## src/design/kfh_pkg.sv

```systemverilog
// Shared constants and types for the keyed command frame handler.
package kfh_pkg;

	localparam int KEY_BYTES  = 20;
	localparam int KEY_WORDS  = (KEY_BYTES + 3) / 4;
	localparam int IDX_W      = $clog2(KEY_BYTES + 1);
	localparam int WORD_SEL_W = (KEY_WORDS > 1) ? $clog2(KEY_WORDS) : 1;

	typedef logic [2:0] cfg_idx_t;

	localparam cfg_idx_t REG_KEY_LAST   = cfg_idx_t'(KEY_WORDS - 1);
	localparam cfg_idx_t REG_TICK_LIMIT = cfg_idx_t'(5);

	localparam logic [31:0] KEY_WORD_RST [5] = '{
		32'd1681208161, 32'd1714565222, 32'd1647600486, 32'd1684104761, 32'd862073188
	};
	localparam logic [7:0] TICK_LIMIT_RST = 8'd5;

	typedef enum logic [1:0] {
		CMD_WAKE = 2'd0,
		CMD_BYTE = 2'd1,
		CMD_TICK = 2'd2,
		CMD_NONE = 2'd3
	} cmd_t;

	localparam logic [7:0] ACT_BATT  = 8'h62;
	localparam logic [7:0] ACT_POWER = 8'h70;
	localparam logic [7:0] ACT_RESET = 8'h72;
	localparam logic [7:0] RSP_OK    = 8'h6f;
	localparam logic [7:0] RSP_BAD   = 8'h6b;
	localparam logic [7:0] RSP_DONE  = 8'h61;

	typedef enum logic [3:0] {
		S_IDLE   = 4'b0001,
		S_CMP    = 4'b0010,
		S_CMPEND = 4'b0100,
		S_EMIT   = 4'b1000
	} state_t;

endpackage

```

## src/design/keyed_command_frame_handler_top.sv

```systemverilog
// Keyed command frame handler: session sequencer, key store and serial key compare.
//
// Usage:
//  - Input beats (s_t*) carry one command each: wake, received byte or timer tick.
//    A wake opens a session; bytes pick an action and fill a 20-byte key store; a tick
//    past session_tick_limit, a battery byte or a byte after a nonzero action's key closes it.
//  - Output beats (m_t*) carry the response bytes of a closed session; m_tlast
//    marks the final byte (one byte, or three for a battery request).
//  - Config beats (cfg_*) write the five key words and the tick limit; cfg_ready
//    is always high. Write only while the block is idle.
// Timing:
//  - A command that does not close the session is taken while s_tready stays high.
//  - Closing with a power or reset action walks the key store through one shared
//    byte comparator, one entry per cycle, then a drain step (S_CMPEND), then the
//    response beat is loaded. Other closes go straight to the emit step. A closing
//    command holds off new input (s_tready low) until its last response is loaded.
//  - The response goes through an output register; a stalled receiver (m_tready
//    low) holds the sequencer in its emit step and s_tready stays low.
// Reset (arst_n low) closes any session, clears the store valid bits and the
// output register, and loads the default key and tick limit.
module keyed_command_frame_handler_top (
	input  logic                  clk,
	input  logic                  arst_n,
	// input stream
	input  logic                  s_tvalid,
	output logic                  s_tready,
	input  logic [23:0]           s_tdata,   // [7:0] rx_byte, [17:8] battery_level, rest 0
	input  logic [2:0]            s_tuser,   // [1:0] command, [2] stop_bit_ok
	// output stream
	output logic                  m_tvalid,
	input  logic                  m_tready,
	output logic [7:0]            m_tdata,   // [7:0] tx_byte
	output logic [1:0]            m_tuser,   // [0] power_pulse, [1] reset_pulse
	output logic                  m_tlast,   // last
	// configuration writes
	input  logic                  cfg_valid,
	output logic                  cfg_ready,
	input  kfh_pkg::cfg_idx_t     cfg_index,
	input  logic [31:0]           cfg_data
);
	import kfh_pkg::*;

	// config registers
	logic [31:0] key_q [KEY_WORDS];
	logic [7:0]  tick_limit_q;

	// session state
	state_t           state_q;
	logic             in_session_q;
	logic [7:0]       action_q;
	logic [IDX_W-1:0] rem_q;
	logic [7:0]       tick_q;
	logic [9:0]       battery_q;

	// key store: data in a memory, one valid bit per entry (invalid reads as zero)
	logic [7:0]       mem [KEY_BYTES];
	logic             vld_q [KEY_BYTES];

	// compare walk
	logic [IDX_W-1:0] cnt_q;
	logic [7:0]       rd_s1;
	logic             rdv_s1;
	logic [7:0]       key_s1;
	logic             chk_s1;
	logic             mism_q;
	logic [1:0]       resp_q;

	// output register
	logic             m_tvalid_q;
	logic [7:0]       m_tdata_q;
	logic [1:0]       m_tuser_q;
	logic             m_tlast_q;

	// decoded input beat
	cmd_t             cmd;
	logic             stop_ok;
	logic [7:0]       rx;
	logic             s_acc;
	logic [IDX_W-1:0] wr_idx;
	logic [8:0]       tick_nxt;
	logic             fin;
	logic [7:0]       fin_act;
	logic             out_free;

	// response byte for the current emit step
	logic [7:0]       rsp_byte;
	logic             rsp_pw;
	logic             rsp_rs;
	logic             rsp_last;

	assign cmd      = cmd_t'(s_tuser[1:0]);
	assign stop_ok  = s_tuser[2];
	assign rx       = s_tdata[7:0];
	assign s_tready = (state_q == S_IDLE);
	assign s_acc    = s_tvalid && s_tready;
	assign cfg_ready = 1'b1;
	assign wr_idx   = IDX_W'(KEY_BYTES) - rem_q;
	assign tick_nxt = {1'b0, tick_q} + 9'd1;
	assign out_free = !m_tvalid_q || m_tready;

	assign m_tvalid = m_tvalid_q;
	assign m_tdata  = m_tdata_q;
	assign m_tuser  = m_tuser_q;
	assign m_tlast  = m_tlast_q;

	// does this beat close the session, and with which action
	always_comb begin
		fin     = 1'b0;
		fin_act = action_q;
		if (in_session_q) begin
			unique case (cmd)
				CMD_BYTE: begin
					if (stop_ok && rem_q == '0) begin
						if (action_q == 8'h00) begin
							fin     = (rx == ACT_BATT);
							fin_act = rx;
						end else begin
							fin = 1'b1;
						end
					end
				end
				CMD_TICK: fin = (tick_nxt > {1'b0, tick_limit_q});
				CMD_WAKE, CMD_NONE: fin = 1'b0;
				default: fin = 1'b0;
			endcase
		end
	end

	always_comb begin
		rsp_byte = RSP_DONE;
		rsp_pw   = 1'b0;
		rsp_rs   = 1'b0;
		rsp_last = 1'b1;
		if (action_q == ACT_POWER || action_q == ACT_RESET) begin
			rsp_byte = mism_q ? RSP_BAD : RSP_OK;
			rsp_pw   = !mism_q && (action_q == ACT_POWER);
			rsp_rs   = !mism_q && (action_q == ACT_RESET);
		end else if (action_q == ACT_BATT) begin
			unique case (resp_q)
				2'd0: begin
					rsp_byte = ACT_BATT;
					rsp_last = 1'b0;
				end
				2'd1: begin
					rsp_byte = {6'd0, battery_q[9:8]};
					rsp_last = 1'b0;
				end
				2'd2: rsp_byte = battery_q[7:0];
				default: rsp_byte = battery_q[7:0];
			endcase
		end
	end

	// config writes
	always_ff @(posedge clk or negedge arst_n) begin
		if (!arst_n) begin
			for (int i = 0; i < KEY_WORDS; i++) begin
				key_q[i] <= KEY_WORD_RST[i];
			end
			tick_limit_q <= TICK_LIMIT_RST;
		end else if (cfg_valid && cfg_ready) begin
			if (cfg_index <= REG_KEY_LAST) begin
				key_q[cfg_index[WORD_SEL_W-1:0]] <= cfg_data;
			end else if (cfg_index == REG_TICK_LIMIT) begin
				tick_limit_q <= cfg_data[7:0];
			end
		end
	end

	// key store memory: write on key bytes, registered read for the compare walk; battery capture
	always_ff @(posedge clk) begin
		if (s_acc && in_session_q && cmd == CMD_BYTE && stop_ok && rem_q != '0) begin
			mem[wr_idx] <= rx;
		end
		if (state_q == S_CMP) begin
			rd_s1  <= mem[cnt_q];
			key_s1 <= key_q[cnt_q[IDX_W-1:2]][8*cnt_q[1:0] +: 8];
		end
		if (s_acc) begin
			battery_q <= s_tdata[17:8];
		end
	end

	// sequencer
	always_ff @(posedge clk or negedge arst_n) begin
		if (!arst_n) begin
			state_q      <= S_IDLE;
			in_session_q <= 1'b0;
			action_q     <= '0;
			rem_q        <= '0;
			tick_q       <= '0;
			cnt_q        <= '0;
			rdv_s1       <= 1'b0;
			chk_s1       <= 1'b0;
			mism_q       <= 1'b0;
			resp_q       <= '0;
			m_tvalid_q   <= 1'b0;
			m_tdata_q    <= '0;
			m_tuser_q    <= '0;
			m_tlast_q    <= 1'b0;
			for (int i = 0; i < KEY_BYTES; i++) begin
				vld_q[i] <= 1'b0;
			end
		end else begin
			if (m_tvalid_q && m_tready) begin
				m_tvalid_q <= 1'b0;
			end
			// one byte compare per cycle, in the cycle after the read
			chk_s1 <= (state_q == S_CMP);
			if (chk_s1 && ((rdv_s1 ? rd_s1 : 8'h00) != key_s1)) begin
				mism_q <= 1'b1;
			end

			unique case (state_q)
				S_IDLE: begin
					if (s_acc) begin
						if (cmd == CMD_WAKE && !in_session_q) begin
							in_session_q <= 1'b1;
							tick_q       <= '0;
							rem_q        <= '0;
							action_q     <= '0;
						end else if (in_session_q && cmd == CMD_BYTE && stop_ok) begin
							if (rem_q != '0) begin
								vld_q[wr_idx] <= 1'b1;
								rem_q         <= rem_q - 1'b1;
							end else if (action_q == 8'h00) begin
								action_q <= rx;
								if (rx != ACT_BATT) begin
									rem_q <= IDX_W'(KEY_BYTES);
								end
							end
						end else if (in_session_q && cmd == CMD_TICK && !fin) begin
							tick_q <= tick_nxt[7:0];
						end
						if (fin) begin
							resp_q <= '0;
							if (fin_act == ACT_POWER || fin_act == ACT_RESET) begin
								state_q <= S_CMP;
								cnt_q   <= '0;
								mism_q  <= 1'b0;
							end else begin
								state_q <= S_EMIT;
							end
						end
					end
				end
				S_CMP: begin
					rdv_s1 <= vld_q[cnt_q];
					cnt_q  <= cnt_q + 1'b1;
					if (cnt_q == IDX_W'(KEY_BYTES - 1)) begin
						state_q <= S_CMPEND;
					end
				end
				S_CMPEND: begin
					state_q <= S_EMIT;
				end
				S_EMIT: begin
					if (out_free) begin
						m_tvalid_q <= 1'b1;
						m_tdata_q  <= rsp_byte;
						m_tuser_q  <= {rsp_rs, rsp_pw};
						m_tlast_q  <= rsp_last;
						resp_q     <= resp_q + 1'b1;
						if (rsp_last) begin
							state_q      <= S_IDLE;
							in_session_q <= 1'b0;
							action_q     <= '0;
							rem_q        <= '0;
							tick_q       <= '0;
							for (int i = 0; i < KEY_BYTES; i++) begin
								vld_q[i] <= 1'b0;
							end
						end
					end
				end
				default: state_q <= S_IDLE;
			endcase
		end
	end

	// key byte count never exceeds the key length
	a_rem_range: assert property (@(posedge clk) disable iff (!arst_n)
		rem_q <= IDX_W'(KEY_BYTES))
		else $error("key byte count out of range");

	// outside a session nothing is armed
	a_idle_clean: assert property (@(posedge clk) disable iff (!arst_n)
		(state_q == S_IDLE && !in_session_q) |-> (action_q == 8'h00 && rem_q == '0))
		else $error("stale session state while closed");

	// a pulse only goes out with the accept answer
	a_pulse_ok: assert property (@(posedge clk) disable iff (!arst_n)
		(m_tvalid && (m_tuser[0] || m_tuser[1])) |-> (m_tdata == RSP_OK && m_tlast))
		else $error("pulse on a non-accept response");

	// a non-wake beat outside a session produces no work
	a_closed_ignored: assert property (@(posedge clk) disable iff (!arst_n)
		(s_acc && !in_session_q && cmd != CMD_WAKE) |=> (state_q == S_IDLE && !in_session_q))
		else $error("beat outside session changed state");

	// the compare walk stays within the store
	a_cnt_range: assert property (@(posedge clk) disable iff (!arst_n)
		(state_q == S_CMP) |-> (cnt_q < IDX_W'(KEY_BYTES)))
		else $error("compare index past key store");

endmodule

```

## config.mk

```make
export PLATFORM = sky130hd
export DESIGN_NAME = keyed_command_frame_handler_top
export DESIGN_NICKNAME = d
export VERILOG_FILES = /design/src/design/kfh_pkg.sv /design/src/design/keyed_command_frame_handler_top.sv
export SDC_FILE = /design/constraint.sdc
export NUM_CORES = 1
export LEC_CHECK = 0
export ABC_AREA = 1
export BUFFER_PORTS_ARGS = -buffer_cell sky130_fd_sc_hd__clkbuf_2
export CORE_ASPECT_RATIO = 0.9
export CORE_MARGIN = 4
export CORE_UTILIZATION = 50
export CTS_BUF_LIST = sky130_fd_sc_hd__clkbuf_4 sky130_fd_sc_hd__clkbuf_8
export DETAILED_ROUTE_END_ITERATION = 16
export PLACE_DENSITY_LB_ADDON = 0.08
export SKIP_CTS_REPAIR_TIMING = 1
export SLEW_MARGIN = 20
export SYNTH_ARGS = -nofsm -noshare
export SYNTH_HDL_FRONTEND = slang
export SYNTH_SLANG_ARGS = --single-unit
export TNS_END_PERCENT = 1
```

## constraint.sdc

```tcl
create_clock -name clk -period 5.75 [get_ports clk]
set_input_delay 0.575 -clock clk [delete_from_list [all_inputs] [get_ports clk]]
set_output_delay 0.575 -clock clk [all_outputs]
set_load 0.005 [all_outputs]
```

==> flow_results.xml, run 1 <==
<?xml version="1.0" encoding="UTF-8"?>
<metrics>
  <group name="floorplanning">
    <metric name="dieWidth" unit="um">211</metric>
    <metric name="floorplan.die.height" unit="um">191</metric>
    <metric name="placement_rows" unit="">66</metric>
    <metric name="design.portCount" unit="">81</metric>
    <metric name="core" unit="sq um">36400</metric>
    <metric name="dieArea" unit="sq um">40400</metric>
    <metric name="starting_utilization_of_the_core_area" unit="%">51.1</metric>
  </group>
  <group name="power_and_ir_drop">
    <metric name="power.total" unit="uW">9810</metric>
    <metric name="power.static_leakage" unit="uW">0.00869</metric>
    <metric name="vdd_ir_drop_max" unit="uV">356</metric>
    <metric name="power-per-cell-area" unit="nW/um^2">468</metric>
  </group>
  <group name="placement">
    <metric name="place.detailed.hpwl" unit="um">27500</metric>
    <metric name="place.detailed.instances" unit="">2357</metric>
    <metric name="final_weighted_congestion_in_routability_driven_placement" unit="">0.818</metric>
    <metric name="port-buffer-count" unit="">73</metric>
    <metric name="detailed_place.area" unit="sq um">19500</metric>
  </group>
  <group name="timing">
    <metric name="clock_skew" unit="ns">0.0276</metric>
    <metric name="timing.final.setup_violations" unit="">0</metric>
    <metric name="number_of_pins_with_negative_max_slew_slack_in_the_final_report" unit="">0</metric>
    <metric name="worst_pin_slew" unit="ns">1.09</metric>
    <metric name="hold-worst-slack" unit="ns">0.119</metric>
    <metric name="fin_crit_sh" unit="%">62.9</metric>
    <metric name="max_freq" unit="MHz">276</metric>
    <metric name="timing_hold_violations_final" unit="">0</metric>
    <metric name="post-route-min-period" unit="ns">3.62</metric>
    <metric name="unrepaired_setup_endpoints_after_global_routing" unit="">no</metric>
    <metric name="fin_setup_tns" unit="ns">0</metric>
    <metric name="max-slew-margin-rel" unit="%">26.8</metric>
  </group>
  <group name="global_route">
    <metric name="global_route.usage.total" unit="%">23.2</metric>
    <metric name="initial_antenna_violation_count" unit="">1</metric>
    <metric name="grt_overflow_total" unit="">0</metric>
    <metric name="grt_first_pass_wirelength" unit="um">74000</metric>
    <metric name="grt_start_max_net_pins" unit="">129</metric>
    <metric name="number_of_global_route_vias_before_repair" unit="">13400</metric>
  </group>
  <group name="cells_and_area">
    <metric name="stdcell_area" unit="sq um">21000</metric>
    <metric name="syn2layout_area_growth" unit="%">12.7</metric>
    <metric name="fraction_of_layout_instances_using_a_drive_strength_above_1" unit="%">18.1</metric>
    <metric name="layoutNonFillerInstCount" unit="">2487</metric>
    <metric name="num-nets-final" unit="">2039</metric>
    <metric name="antenna_cells" unit="">0</metric>
  </group>
  <group name="min_path">
    <metric name="hold-path-cell-count" unit="">1</metric>
    <metric name="hold_class" unit="">input pin to flop</metric>
  </group>
  <group name="route">
    <metric name="wl_per_cell" unit="um">18.6</metric>
    <metric name="mean_number_of_vias_per_cell" unit="">5.51</metric>
    <metric name="firstDrtPassIters" unit="">5</metric>
    <metric name="final_antenna_net_count" unit="">0</metric>
    <metric name="totalWireLength" unit="um">46200</metric>
    <metric name="overall_via_count_from_detail_route" unit="">13700</metric>
    <metric name="total_drc_errors_in_the_routed_layout" unit="">0</metric>
    <metric name="initialDrtViolationCount" unit="">1156</metric>
  </group>
  <group name="setup_path">
    <metric name="worst-setup-path-type" unit="">flop to flop</metric>
    <metric name="worst-endpoint-required" unit="ns">5.98</metric>
    <metric name="timing.critical_path.from_type" unit="">flop</metric>
    <metric name="worst_ep_arrival_time" unit="ns">3.85</metric>
    <metric name="cp_max_fo" unit="">10</metric>
    <metric name="cp-end-kind" unit="">flop</metric>
    <metric name="timing.reg2reg.worst_path_depth" unit="">10</metric>
  </group>
  <group name="clocking">
    <metric name="cts_tree" unit="">yes</metric>
    <metric name="clock_sink_count" unit="">422</metric>
    <metric name="cts.htree.levels" unit="">3</metric>
    <metric name="number_of_clock_buffers_inserted_by_tritoncts" unit="">71</metric>
    <metric name="cts.root.buffer_cell" unit="">clkbuf_8</metric>
    <metric name="clock_path_buffers" unit="">3</metric>
    <metric name="clock_latency" unit="ns">0.63</metric>
    <metric name="clk_pin_slew" unit="ns">0.06</metric>
  </group>
  <group name="synthesis">
    <metric name="dominantRegCellSynth" unit="">edfxtp_1</metric>
    <metric name="synth_edf_count" unit="">186</metric>
    <metric name="yosys_warnings" unit="">0</metric>
    <metric name="post_synthesis_average_cell_area" unit="sq um">9.91</metric>
    <metric name="synth_sequential_area_ratio" unit="%">62.2</metric>
    <metric name="ys_ff_latch" unit="">422</metric>
    <metric name="synthesis.instances" unit="">1878</metric>
    <metric name="synth_top_cell_by_area" unit="">edfxtp_1</metric>
    <metric name="synth.net_count" unit="">1961</metric>
    <metric name="yosysTopAreaCellShare" unit="%">30.0</metric>
    <metric name="synthDistinctLibCells" unit="">55</metric>
    <metric name="top_area_cells_in_the_synthesized_netlist" unit="">edfxtp_1 30%, dfrtp_1 22%, dfstp_2 10%, nand2_1 9.1%, o21ai_0 7.4%</metric>
    <metric name="synth-async-reset-ratio" unit="%">55.9</metric>
    <metric name="post_synth_instance_area" unit="sq um">18600</metric>
  </group>
  <group name="flow_run">
    <metric name="maxCapViolations" unit="">0</metric>
  </group>
  <group name="outcome">
    <metric name="run_status" unit="">finished clean</metric>
  </group>
</metrics>
-- metrics by stage --
step,setup slack [ns],utilization (%)
3_3_place_gp,2.08,53.4
3_5_place_dp,2.21,53.4
6_report,2.13,57.6
2_1_floorplan,2.92,-
4_1_cts,2.18,57.4
5_1_grt,1.84,57.6
-- per-layer routing --
metal	vias up	routed length [um]	global-route usage (%)
met2	417	19600	33.5
met5	-	13	0
li1	6621	-	-
met3	88	3120	5.07
met1	6565	22500	35.7
met4	2	1000	6.56
-- critical path: stages (launching register included) --
cell and delay, ns:
dfrtp_1 0.41, inv_1 0.15, ha_1 0.47, o21ai_1 0.15, xor2_1 0.22, inv_1 0.09, nor2_1 0.14, inv_1 0.10
nor2_1 0.44, inv_1 0.19, nor3_1 0.86
-- cells by family (layout without fill, tap and decap cells) --
logic type | after synthesis | after routing | share of synthesized area, %
buffers and inverters | 224 | 357 | 4.85
DFF | 422 | 422 | 62.2
xor gates and xnor gates | 14 | 14 | 0.659
and+or+nand+nor | 749 | 749 | 17.3
other | 1 | 1 | 0.0202
adders and majority gates | 16 | 16 | 1.08
AOI/OAI and AO/OA | 452 | 452 | 13.9
-- cell usage after synthesis (7+ instances only) --
library cell  count
dfrtp_1         165
ha_1             16
nor3_1           27
o22ai_1          45
buf_2            15
o21ai_0         274
nand3_2           7
nor2_1          160
clkbuf_1         78
nand3_1          39
a21oi_1          31
dfstp_2          71
edfxtp_1        186
xor2_1            8
inv_1           110
a31oi_1          29
a22oi_1          24
a22o_1            8
nand2_1         451
nand4_1          36
-- flip-flops by register name (all words and copies together), names as in the netlist --
register and cells:
key_s1 8, cnt_q 5, m_tdata 8, battery_q 10
m_tuser 2, tick_q 8, in_session_q 1, mem 160
state_q 4, resp_q 2, rdv_s1 1, mism_q 1
m_tlast 1, key_q 160, tick_limit_q 8, vld_q 20
m_tvalid 1, rem_q 5, action_q 8, rd_s1 8
chk_s1 1
-- cell usage in the layout (no fill, tap or decap), types with 6 or more instances in the layout --
master | synthesis | layout
edfxtp_1 | 186 | 186
nand3_1 | 39 | 39
a32o_1 | 6 | 6
clkbuf_4 | 0 | 34
nand2_1 | 451 | 446
dfstp_2 | 71 | 71
nand3_2 | 7 | 7
nand4_1 | 36 | 36
inv_1 | 110 | 110
o22ai_1 | 45 | 45
o21ai_1 | 6 | 6
a21oi_1 | 31 | 31
clkbuf_8 | 0 | 80
buf_4 | 2 | 32
dfrtp_1 | 165 | 164
xnor2_1 | 6 | 6
ha_1 | 16 | 16
nor3_2 | 1 | 10
nand2_2 | 5 | 9
a22o_1 | 8 | 8
o21ai_0 | 274 | 274
nor2_1 | 160 | 158
nor3_1 | 27 | 18
xor2_1 | 8 | 8
clkinv_1 | 2 | 9
a22oi_1 | 24 | 24
a31oi_1 | 29 | 29
clkbuf_2 | 0 | 72
-- final timing paths --
check                             from           end  slack [ns]
min                        s_tdata[16]  battery_q[8]        0.12
max in group asynchronous       arst_n    m_tuser[0]        4.46
min reg2reg                  key_q[91]     key_q[91]        0.48
max                           rem_q[0]    mem[15][1]        2.13
max reg2reg                   rem_q[0]    mem[15][1]        2.13
min in group asynchronous       arst_n     key_q[86]        0.41
-- cell type report --
class                      instances  area (sq um)
fill                            3196         15400
sequential                       422         11600
multi-input combinational       1232          6200
clock buffer                     114          1360
timing repair buffer             108           673
tap                              476           596
inverter                         121           462
clock inverter                    14          95.1
-- power breakdown --
part	leakage (uW)	internal, uW	switching (uW)
registers	0.00451	3690	303
clock network	0.000773	1540	1180
logic	0.00341	985	2120
total	0.00869	6210	3600
No activity file was read; power rests on OpenSTA's default activity.
==> run 2: changes to the inputs <==
- clock period: 5.75 -> 3.7 ns (I/O delays scaled with it)
==> run 2 against run 1 <==
- cell area is 1.7% higher
- fmax is 24% higher
- global-route usage is 0.37 points higher
- wire length is 2.3% higher
- hold slack worse by 0.072 ns
- cell count is 1.5% higher
- clock skew is 0.0099 ns lower
- clock power is 63% higher
- critical path type unchanged
- sequential power is 54% higher
- sequential share of layout area is 0.93 points lower
- register-to-register slack worse by 1.4 ns
==> flow_results.xml, run 2 (synthesis gave the netlist of run 1 again) <==
<?xml version="1.0" encoding="UTF-8"?>
<metrics>
  <group name="clocking">
    <metric name="clock_sink_count" unit="">422</metric>
    <metric name="clock_latency" unit="ns">0.62</metric>
    <metric name="clk_pin_slew" unit="ns">0.06</metric>
    <metric name="cts.htree.levels" unit="">3</metric>
    <metric name="number_of_clock_buffers_inserted_by_tritoncts" unit="">72</metric>
    <metric name="cts.root.buffer_cell" unit="">clkbuf_8</metric>
    <metric name="clock_path_buffers" unit="">3</metric>
    <metric name="cts_tree" unit="">yes</metric>
  </group>
  <group name="timing">
    <metric name="post-route-min-period" unit="ns">2.93</metric>
    <metric name="timing_hold_violations_final" unit="">0</metric>
    <metric name="max-slew-margin-rel" unit="%">27.9</metric>
    <metric name="clock_skew" unit="ns">0.0177</metric>
    <metric name="worst_pin_slew" unit="ns">1.08</metric>
    <metric name="fin_setup_tns" unit="ns">0</metric>
    <metric name="finalWorstSetupSlack" unit="ns">0.774</metric>
    <metric name="timing.final.setup_violations" unit="">0</metric>
    <metric name="fin_crit_sh" unit="%">79.1</metric>
    <metric name="max_freq" unit="MHz">342</metric>
    <metric name="unrepaired_setup_endpoints_after_global_routing" unit="">no</metric>
    <metric name="hold-worst-slack" unit="ns">0.0476</metric>
    <metric name="number_of_pins_with_negative_max_slew_slack_in_the_final_report" unit="">0</metric>
  </group>
  <group name="setup_path">
    <metric name="cp_bufs_invs" unit="">5</metric>
    <metric name="worst-endpoint-required" unit="ns">4.01</metric>
    <metric name="worst_ep_arrival_time" unit="ns">3.24</metric>
    <metric name="cp-end-kind" unit="">flop</metric>
    <metric name="worst-setup-path-type" unit="">flop to flop</metric>
    <metric name="rrSetupSlack" unit="ns">0.77</metric>
    <metric name="worstSetupStartpoint" unit="">rem_q[0]</metric>
    <metric name="worst_path_largest_cell_delay" unit="ns">0.44</metric>
    <metric name="critPathSlowestCell" unit="">ha_1</metric>
    <metric name="timing.critical_path.mode_cell" unit="">inv_1</metric>
    <metric name="cp_cell_sequence" unit="">inv_1, ha_1, o21ai_1, xor2_1, inv_1, nor2_1, inv_1, nor2_1, inv_1, nor3_1, buf_4</metric>
    <metric name="timing.critical_path.from_type" unit="">flop</metric>
    <metric name="timing.critical_path.max_delay_family" unit="">simple AND/OR/NAND/NOR gates</metric>
    <metric name="reg2reg_from" unit="">rem_q[0]</metric>
    <metric name="cp_max_fo" unit="">10</metric>
  </group>
  <group name="global_route">
    <metric name="initial_antenna_violation_count" unit="">1</metric>
    <metric name="grt_start_max_net_pins" unit="">130</metric>
    <metric name="number_of_global_route_vias_before_repair" unit="">13600</metric>
    <metric name="grt_overflow_total" unit="">0</metric>
    <metric name="grt_first_pass_wirelength" unit="um">75100</metric>
    <metric name="global_route.usage.total" unit="%">23.6</metric>
  </group>
  <group name="floorplanning">
    <metric name="dieArea" unit="sq um">40400</metric>
    <metric name="core" unit="sq um">36400</metric>
    <metric name="floorplan.die.height" unit="um">191</metric>
    <metric name="starting_utilization_of_the_core_area" unit="%">51.1</metric>
    <metric name="placement_rows" unit="">66</metric>
    <metric name="design.portCount" unit="">81</metric>
    <metric name="dieWidth" unit="um">211</metric>
  </group>
  <group name="min_path">
    <metric name="hold_class" unit="">input pin to flop</metric>
    <metric name="worstHoldStart" unit="">m_tready</metric>
  </group>
  <group name="power_and_ir_drop">
    <metric name="power.total" unit="uW">15500</metric>
    <metric name="power.static_leakage" unit="uW">0.00890</metric>
    <metric name="power-per-cell-area" unit="nW/um^2">728</metric>
    <metric name="vdd_ir_drop_max" unit="uV">509</metric>
  </group>
  <group name="route">
    <metric name="totalWireLength" unit="um">47200</metric>
    <metric name="mean_number_of_vias_per_cell" unit="">5.51</metric>
    <metric name="wl_per_cell" unit="um">18.7</metric>
    <metric name="overall_via_count_from_detail_route" unit="">13900</metric>
    <metric name="total_drc_errors_in_the_routed_layout" unit="">0</metric>
    <metric name="firstDrtPassIters" unit="">5</metric>
    <metric name="initialDrtViolationCount" unit="">1194</metric>
    <metric name="final_antenna_net_count" unit="">0</metric>
  </group>
  <group name="placement">
    <metric name="port-buffer-count" unit="">73</metric>
    <metric name="place.detailed.hpwl" unit="um">28400</metric>
    <metric name="final_weighted_congestion_in_routability_driven_placement" unit="">0.795</metric>
    <metric name="dp_slack" unit="ns">0.829</metric>
  </group>
  <group name="cells_and_area">
    <metric name="num-nets-final" unit="">2073</metric>
    <metric name="syn2layout_area_growth" unit="%">14.6</metric>
    <metric name="antenna_cells" unit="">0</metric>
    <metric name="layout.cells.most_common_list" unit="">446 x nand2_1, 274 x o21ai_0, 186 x edfxtp_1, 164 x dfrtp_1, 158 x nor2_1</metric>
    <metric name="final_core_util" unit="%">58.6</metric>
    <metric name="fraction_of_layout_instances_using_a_drive_strength_above_1" unit="%">18.7</metric>
    <metric name="layout.cells.most_common" unit="">nand2_1</metric>
    <metric name="largestRegisters" unit="">key_q: 160 flops, mem: 160 flops, vld_q: 20 flops</metric>
  </group>
  <group name="outcome">
    <metric name="run_status" unit="">finished clean</metric>
  </group>
  <group name="flow_run">
    <metric name="maxCapViolations" unit="">0</metric>
  </group>
</metrics>
run 2: changes by cell type in the layout (fill, tap and decap cells not counted), moves of 4 or more:
| cell | previous run | this run |
|---|---|---|
| dlygate4sd3_1 | 1 | 11 |
| clkbuf_4 | 34 | 30 |
| nor3_1 | 18 | 26 |
| buf_4 | 32 | 51 |
| nor3_2 | 10 | 2 |
| clkinv_2 | 5 | 9 |
| buf_12 | 1 | 5 |
run 2: final timing paths:
path                              end  cells past startpoint
hold reg to reg            key_q[152]                      2
min in group asynchronous   key_q[86]                      2
hold / removal               m_tvalid                      4
setup / recovery            mem[5][5]                     11
setup reg to reg            mem[5][5]                     11
max in group asynchronous   vld_q[10]                      4
run 2: where the power goes:
group	internal [uW]	switching (uW)	total, uW
Clock	2540	1860	4410
Sequential	5730	421	6160
Combinational	1610	3350	4960
run 2: area by class of cell:
type                       count  area, sq um
tap                          476          596
timing repair buffer         141          996
clock buffer                 112         1350
clock inverter                21          179
multi-input combinational   1232         6160
sequential                   422        11600
inverter                     121          460
fill                        3113        15100
run 2: layer usage:
layer	share of wire, %	vias up	global-route usage [%]
met1	47	6705	35.7
li1	-	6692	-
met2	44	435	34.2
met4	1.8	2	6.91
met5	0.028	-	0
met3	7.3	77	5.63
run 2: tightest hold or removal path, stage by stage:
cell and delay [ns]:
clkbuf_2 0.08, nor2_1 0.05, inv_1 0.06, nand2_1 0.05
run 2: per-stage QoR:
step	cell area (sq um)	instances
2_1_floorplan	18600	1878
3_3_place_gp	19700	2380
3_5_place_dp	19700	2380
4_1_cts	21200	2513
5_1_grt	21300	2525
6_report	21300	2525
==> run 3: changes to the inputs <==
- clock period: 3.7 -> 2.6 ns (I/O delays scaled with it)
==> run 3 against run 2 <==
- the flow now finishes with violations (negative hold slack)
- flip-flop and latch count unchanged
- clock power increased by 33%
- clock skew decreased by 0.0056 ns
- critical path depth increased by 8
- register-to-register slack got worse by 0.76 ns
- core utilization increased by 1.7 points
- fmax increased by 13%
- count of clock-buffer cells in the layout increased by 2
- die area unchanged
- power increased by 44%
- sequential power increased by 43%
- largest cell class unchanged
==> flow_results.xml, run 3 (synthesis gave the netlist of run 1 again) <==
<?xml version="1.0" encoding="UTF-8"?>
<metrics>
  <group name="outcome">
    <metric name="run_status" unit="">finished, violations left</metric>
    <metric name="failed_checks" unit="">negative hold slack</metric>
  </group>
  <group name="timing">
    <metric name="timing.final.setup_violations" unit="">0</metric>
    <metric name="fin_crit_sh" unit="%">99.4</metric>
    <metric name="max-slew-margin-rel" unit="%">53.9</metric>
    <metric name="finalWorstSetupSlack" unit="ns">0.0144</metric>
    <metric name="max_freq" unit="MHz">387</metric>
    <metric name="unrepaired_setup_endpoints_after_global_routing" unit="">yes</metric>
    <metric name="post-route-min-period" unit="ns">2.59</metric>
    <metric name="worst_pin_slew" unit="ns">0.691</metric>
    <metric name="timing_hold_violations_final" unit="">3</metric>
    <metric name="fin_setup_tns" unit="ns">0</metric>
    <metric name="hold-worst-slack" unit="ns">-0.00690</metric>
    <metric name="clock_skew" unit="ns">0.0121</metric>
    <metric name="number_of_pins_with_negative_max_slew_slack_in_the_final_report" unit="">0</metric>
  </group>
  <group name="global_route">
    <metric name="number_of_global_route_vias_before_repair" unit="">13600</metric>
    <metric name="global_route.usage.total" unit="%">24.0</metric>
    <metric name="grt_overflow_total" unit="">0</metric>
    <metric name="grt_start_max_net_pins" unit="">82</metric>
    <metric name="initial_antenna_violation_count" unit="">0</metric>
    <metric name="grt_first_pass_wirelength" unit="um">76100</metric>
  </group>
  <group name="setup_path">
    <metric name="worst_ep_arrival_time" unit="ns">3.10</metric>
    <metric name="worst-endpoint-required" unit="ns">3.11</metric>
    <metric name="cp-end-kind" unit="">flop</metric>
    <metric name="rrSetupSlack" unit="ns">0.01</metric>
    <metric name="cp_max_fo" unit="">8</metric>
    <metric name="critPathSlowestCell" unit="">dfrtp_1</metric>
    <metric name="timing.reg2reg.worst_path_depth" unit="">19</metric>
    <metric name="timing.critical_path.from_type" unit="">flop</metric>
    <metric name="cp_cell_sequence" unit="">ha_2, nand2_2, nor2_4, nand3_2, xor2_1, inv_1, ha_4, nand2_1, inv_1, nand3_2, nor2_2, nor2_1, nand2_1, nand3_2, buf_6, nand4_4, nand2_8, nand3_2, nand2_1</metric>
    <metric name="worst-setup-path-type" unit="">flop to flop</metric>
    <metric name="timing.critical_path.mode_cell" unit="">nand3_2</metric>
    <metric name="worst_path_largest_cell_delay" unit="ns">0.37</metric>
  </group>
  <group name="cells_and_area">
    <metric name="fraction_of_layout_instances_using_a_drive_strength_above_1" unit="%">20.9</metric>
    <metric name="regArea" unit="sq um">11600</metric>
    <metric name="layout.cells.most_common" unit="">nand2_1</metric>
    <metric name="syn2layout_area_growth" unit="%">18.0</metric>
    <metric name="multi_input_comb_area" unit="sq um">6290</metric>
    <metric name="largestRegisters" unit="">key_q: 160 flops, mem: 160 flops, vld_q: 20 flops</metric>
    <metric name="antenna_cells" unit="">0</metric>
    <metric name="layoutNonFillerInstCount" unit="">2586</metric>
    <metric name="filler_cell_count" unit="">3026</metric>
    <metric name="num-nets-final" unit="">2138</metric>
    <metric name="layout.cells.most_common_list" unit="">442 x nand2_1, 273 x o21ai_0, 186 x edfxtp_1, 164 x dfrtp_1, 151 x nor2_1</metric>
  </group>
  <group name="route">
    <metric name="totalWireLength" unit="um">48200</metric>
    <metric name="wl_per_cell" unit="um">18.6</metric>
    <metric name="mean_number_of_vias_per_cell" unit="">5.48</metric>
    <metric name="initialDrtViolationCount" unit="">1137</metric>
    <metric name="final_antenna_net_count" unit="">0</metric>
    <metric name="firstDrtPassIters" unit="">5</metric>
    <metric name="overall_via_count_from_detail_route" unit="">14200</metric>
    <metric name="total_drc_errors_in_the_routed_layout" unit="">0</metric>
  </group>
  <group name="clocking">
    <metric name="number_of_clock_buffers_inserted_by_tritoncts" unit="">71</metric>
    <metric name="clock_path_buffers" unit="">3</metric>
    <metric name="cts.htree.levels" unit="">3</metric>
    <metric name="cts.root.buffer_cell" unit="">clkbuf_8</metric>
    <metric name="clock_sink_count" unit="">422</metric>
    <metric name="clock_latency" unit="ns">0.63</metric>
    <metric name="clk_pin_slew" unit="ns">0.06</metric>
    <metric name="cts_tree" unit="">yes</metric>
  </group>
  <group name="floorplanning">
    <metric name="starting_utilization_of_the_core_area" unit="%">51.1</metric>
    <metric name="placement_rows" unit="">66</metric>
    <metric name="dieWidth" unit="um">211</metric>
    <metric name="floorplan.die.height" unit="um">191</metric>
    <metric name="design.portCount" unit="">81</metric>
    <metric name="dieArea" unit="sq um">40400</metric>
    <metric name="core" unit="sq um">36400</metric>
  </group>
  <group name="flow_run">
    <metric name="maxCapViolations" unit="">0</metric>
  </group>
  <group name="min_path">
    <metric name="hold_class" unit="">input pin to flop</metric>
    <metric name="hold-path-cell-count" unit="">3</metric>
  </group>
  <group name="placement">
    <metric name="dp_slack" unit="ns">-0.0202</metric>
    <metric name="final_weighted_congestion_in_routability_driven_placement" unit="">0.807</metric>
    <metric name="place.detailed.instances" unit="">2413</metric>
    <metric name="place.detailed.hpwl" unit="um">30100</metric>
    <metric name="port-buffer-count" unit="">73</metric>
  </group>
  <group name="power_and_ir_drop">
    <metric name="power-per-cell-area" unit="nW/um^2">1020</metric>
    <metric name="power.static_leakage" unit="uW">0.00918</metric>
    <metric name="vdd_ir_drop_max" unit="uV">559</metric>
  </group>
</metrics>
## run 3: cell count changes in the layout (fill, tap and decap cells not counted), sizes merged
cell         before  now
dlygate4sd3      11   39
inv             118  122
buf              58   95
clkinv           18   10
clkbuf          184  186
bufinv            3    0
nand4            37   38
## run 3: worst max-delay path: cells and delay by family (launching register included)
| family | cells | cell delay [ns] |
|---|---|---|
| flops | 1 | 0.37 |
| buf+inv | 3 | 0.33 |
| simple gates | 13 | 1.15 |
| xor+xnor | 1 | 0.13 |
| fa+ha+maj | 2 | 0.48 |
## run 3: stage by stage
step / power (uW) / cell area (sq um) / util (%)
final: 22400 / 22000 / 60.3
after global routing: 23800 / 22000 / 60.3
after CTS: 22300 / 21400 / 58.7
after detailed placement: 16400 / 20000 / 54.9
after global placement: 16200 / 20000 / 54.9
after floorplan: 13600 / 18600 / -
## run 3: final cells by class
cell class | instances | area share [%]
sequential | 422 | 52.7
multi-input combinational | 1233 | 28.6
timing repair buffer | 206 | 7.41
clock buffer | 114 | 6.03
tap | 476 | 2.71
inverter | 121 | 2.10
clock inverter | 14 | 0.393
## run 3: power by group
part	switching [uW]	total (uW)	internal, uW	leakage (uW)
clock	2640	5880	3240	0.000753
sequential	643	8800	8160	0.00451
combinational	5020	7730	2710	0.00392
## run 3: final timing paths
check | end | from
worst max-delay path | tick_q[5] | tick_q[0]
worst min-delay path | key_q[95] | cfg_data[31]
worst max register to register | tick_q[5] | tick_q[0]
worst min register to register | m_tlast | m_tlast
max in group asynchronous | key_q[5] | arst_n
min in group asynchronous | key_q[118] | arst_n
## run 3: metal layers
metal | global-route usage (%) | share of wire (%) | wire, um | up-vias
li1 | - | - | - | 6813
met1 | 36.6 | 48 | 23000 | 6835
met2 | 34.6 | 44 | 21000 | 434
met3 | 5.27 | 6.6 | 3170 | 93
met4 | 7.01 | 2.1 | 1030 | 0
met5 | 0 | 0 | 0 | -
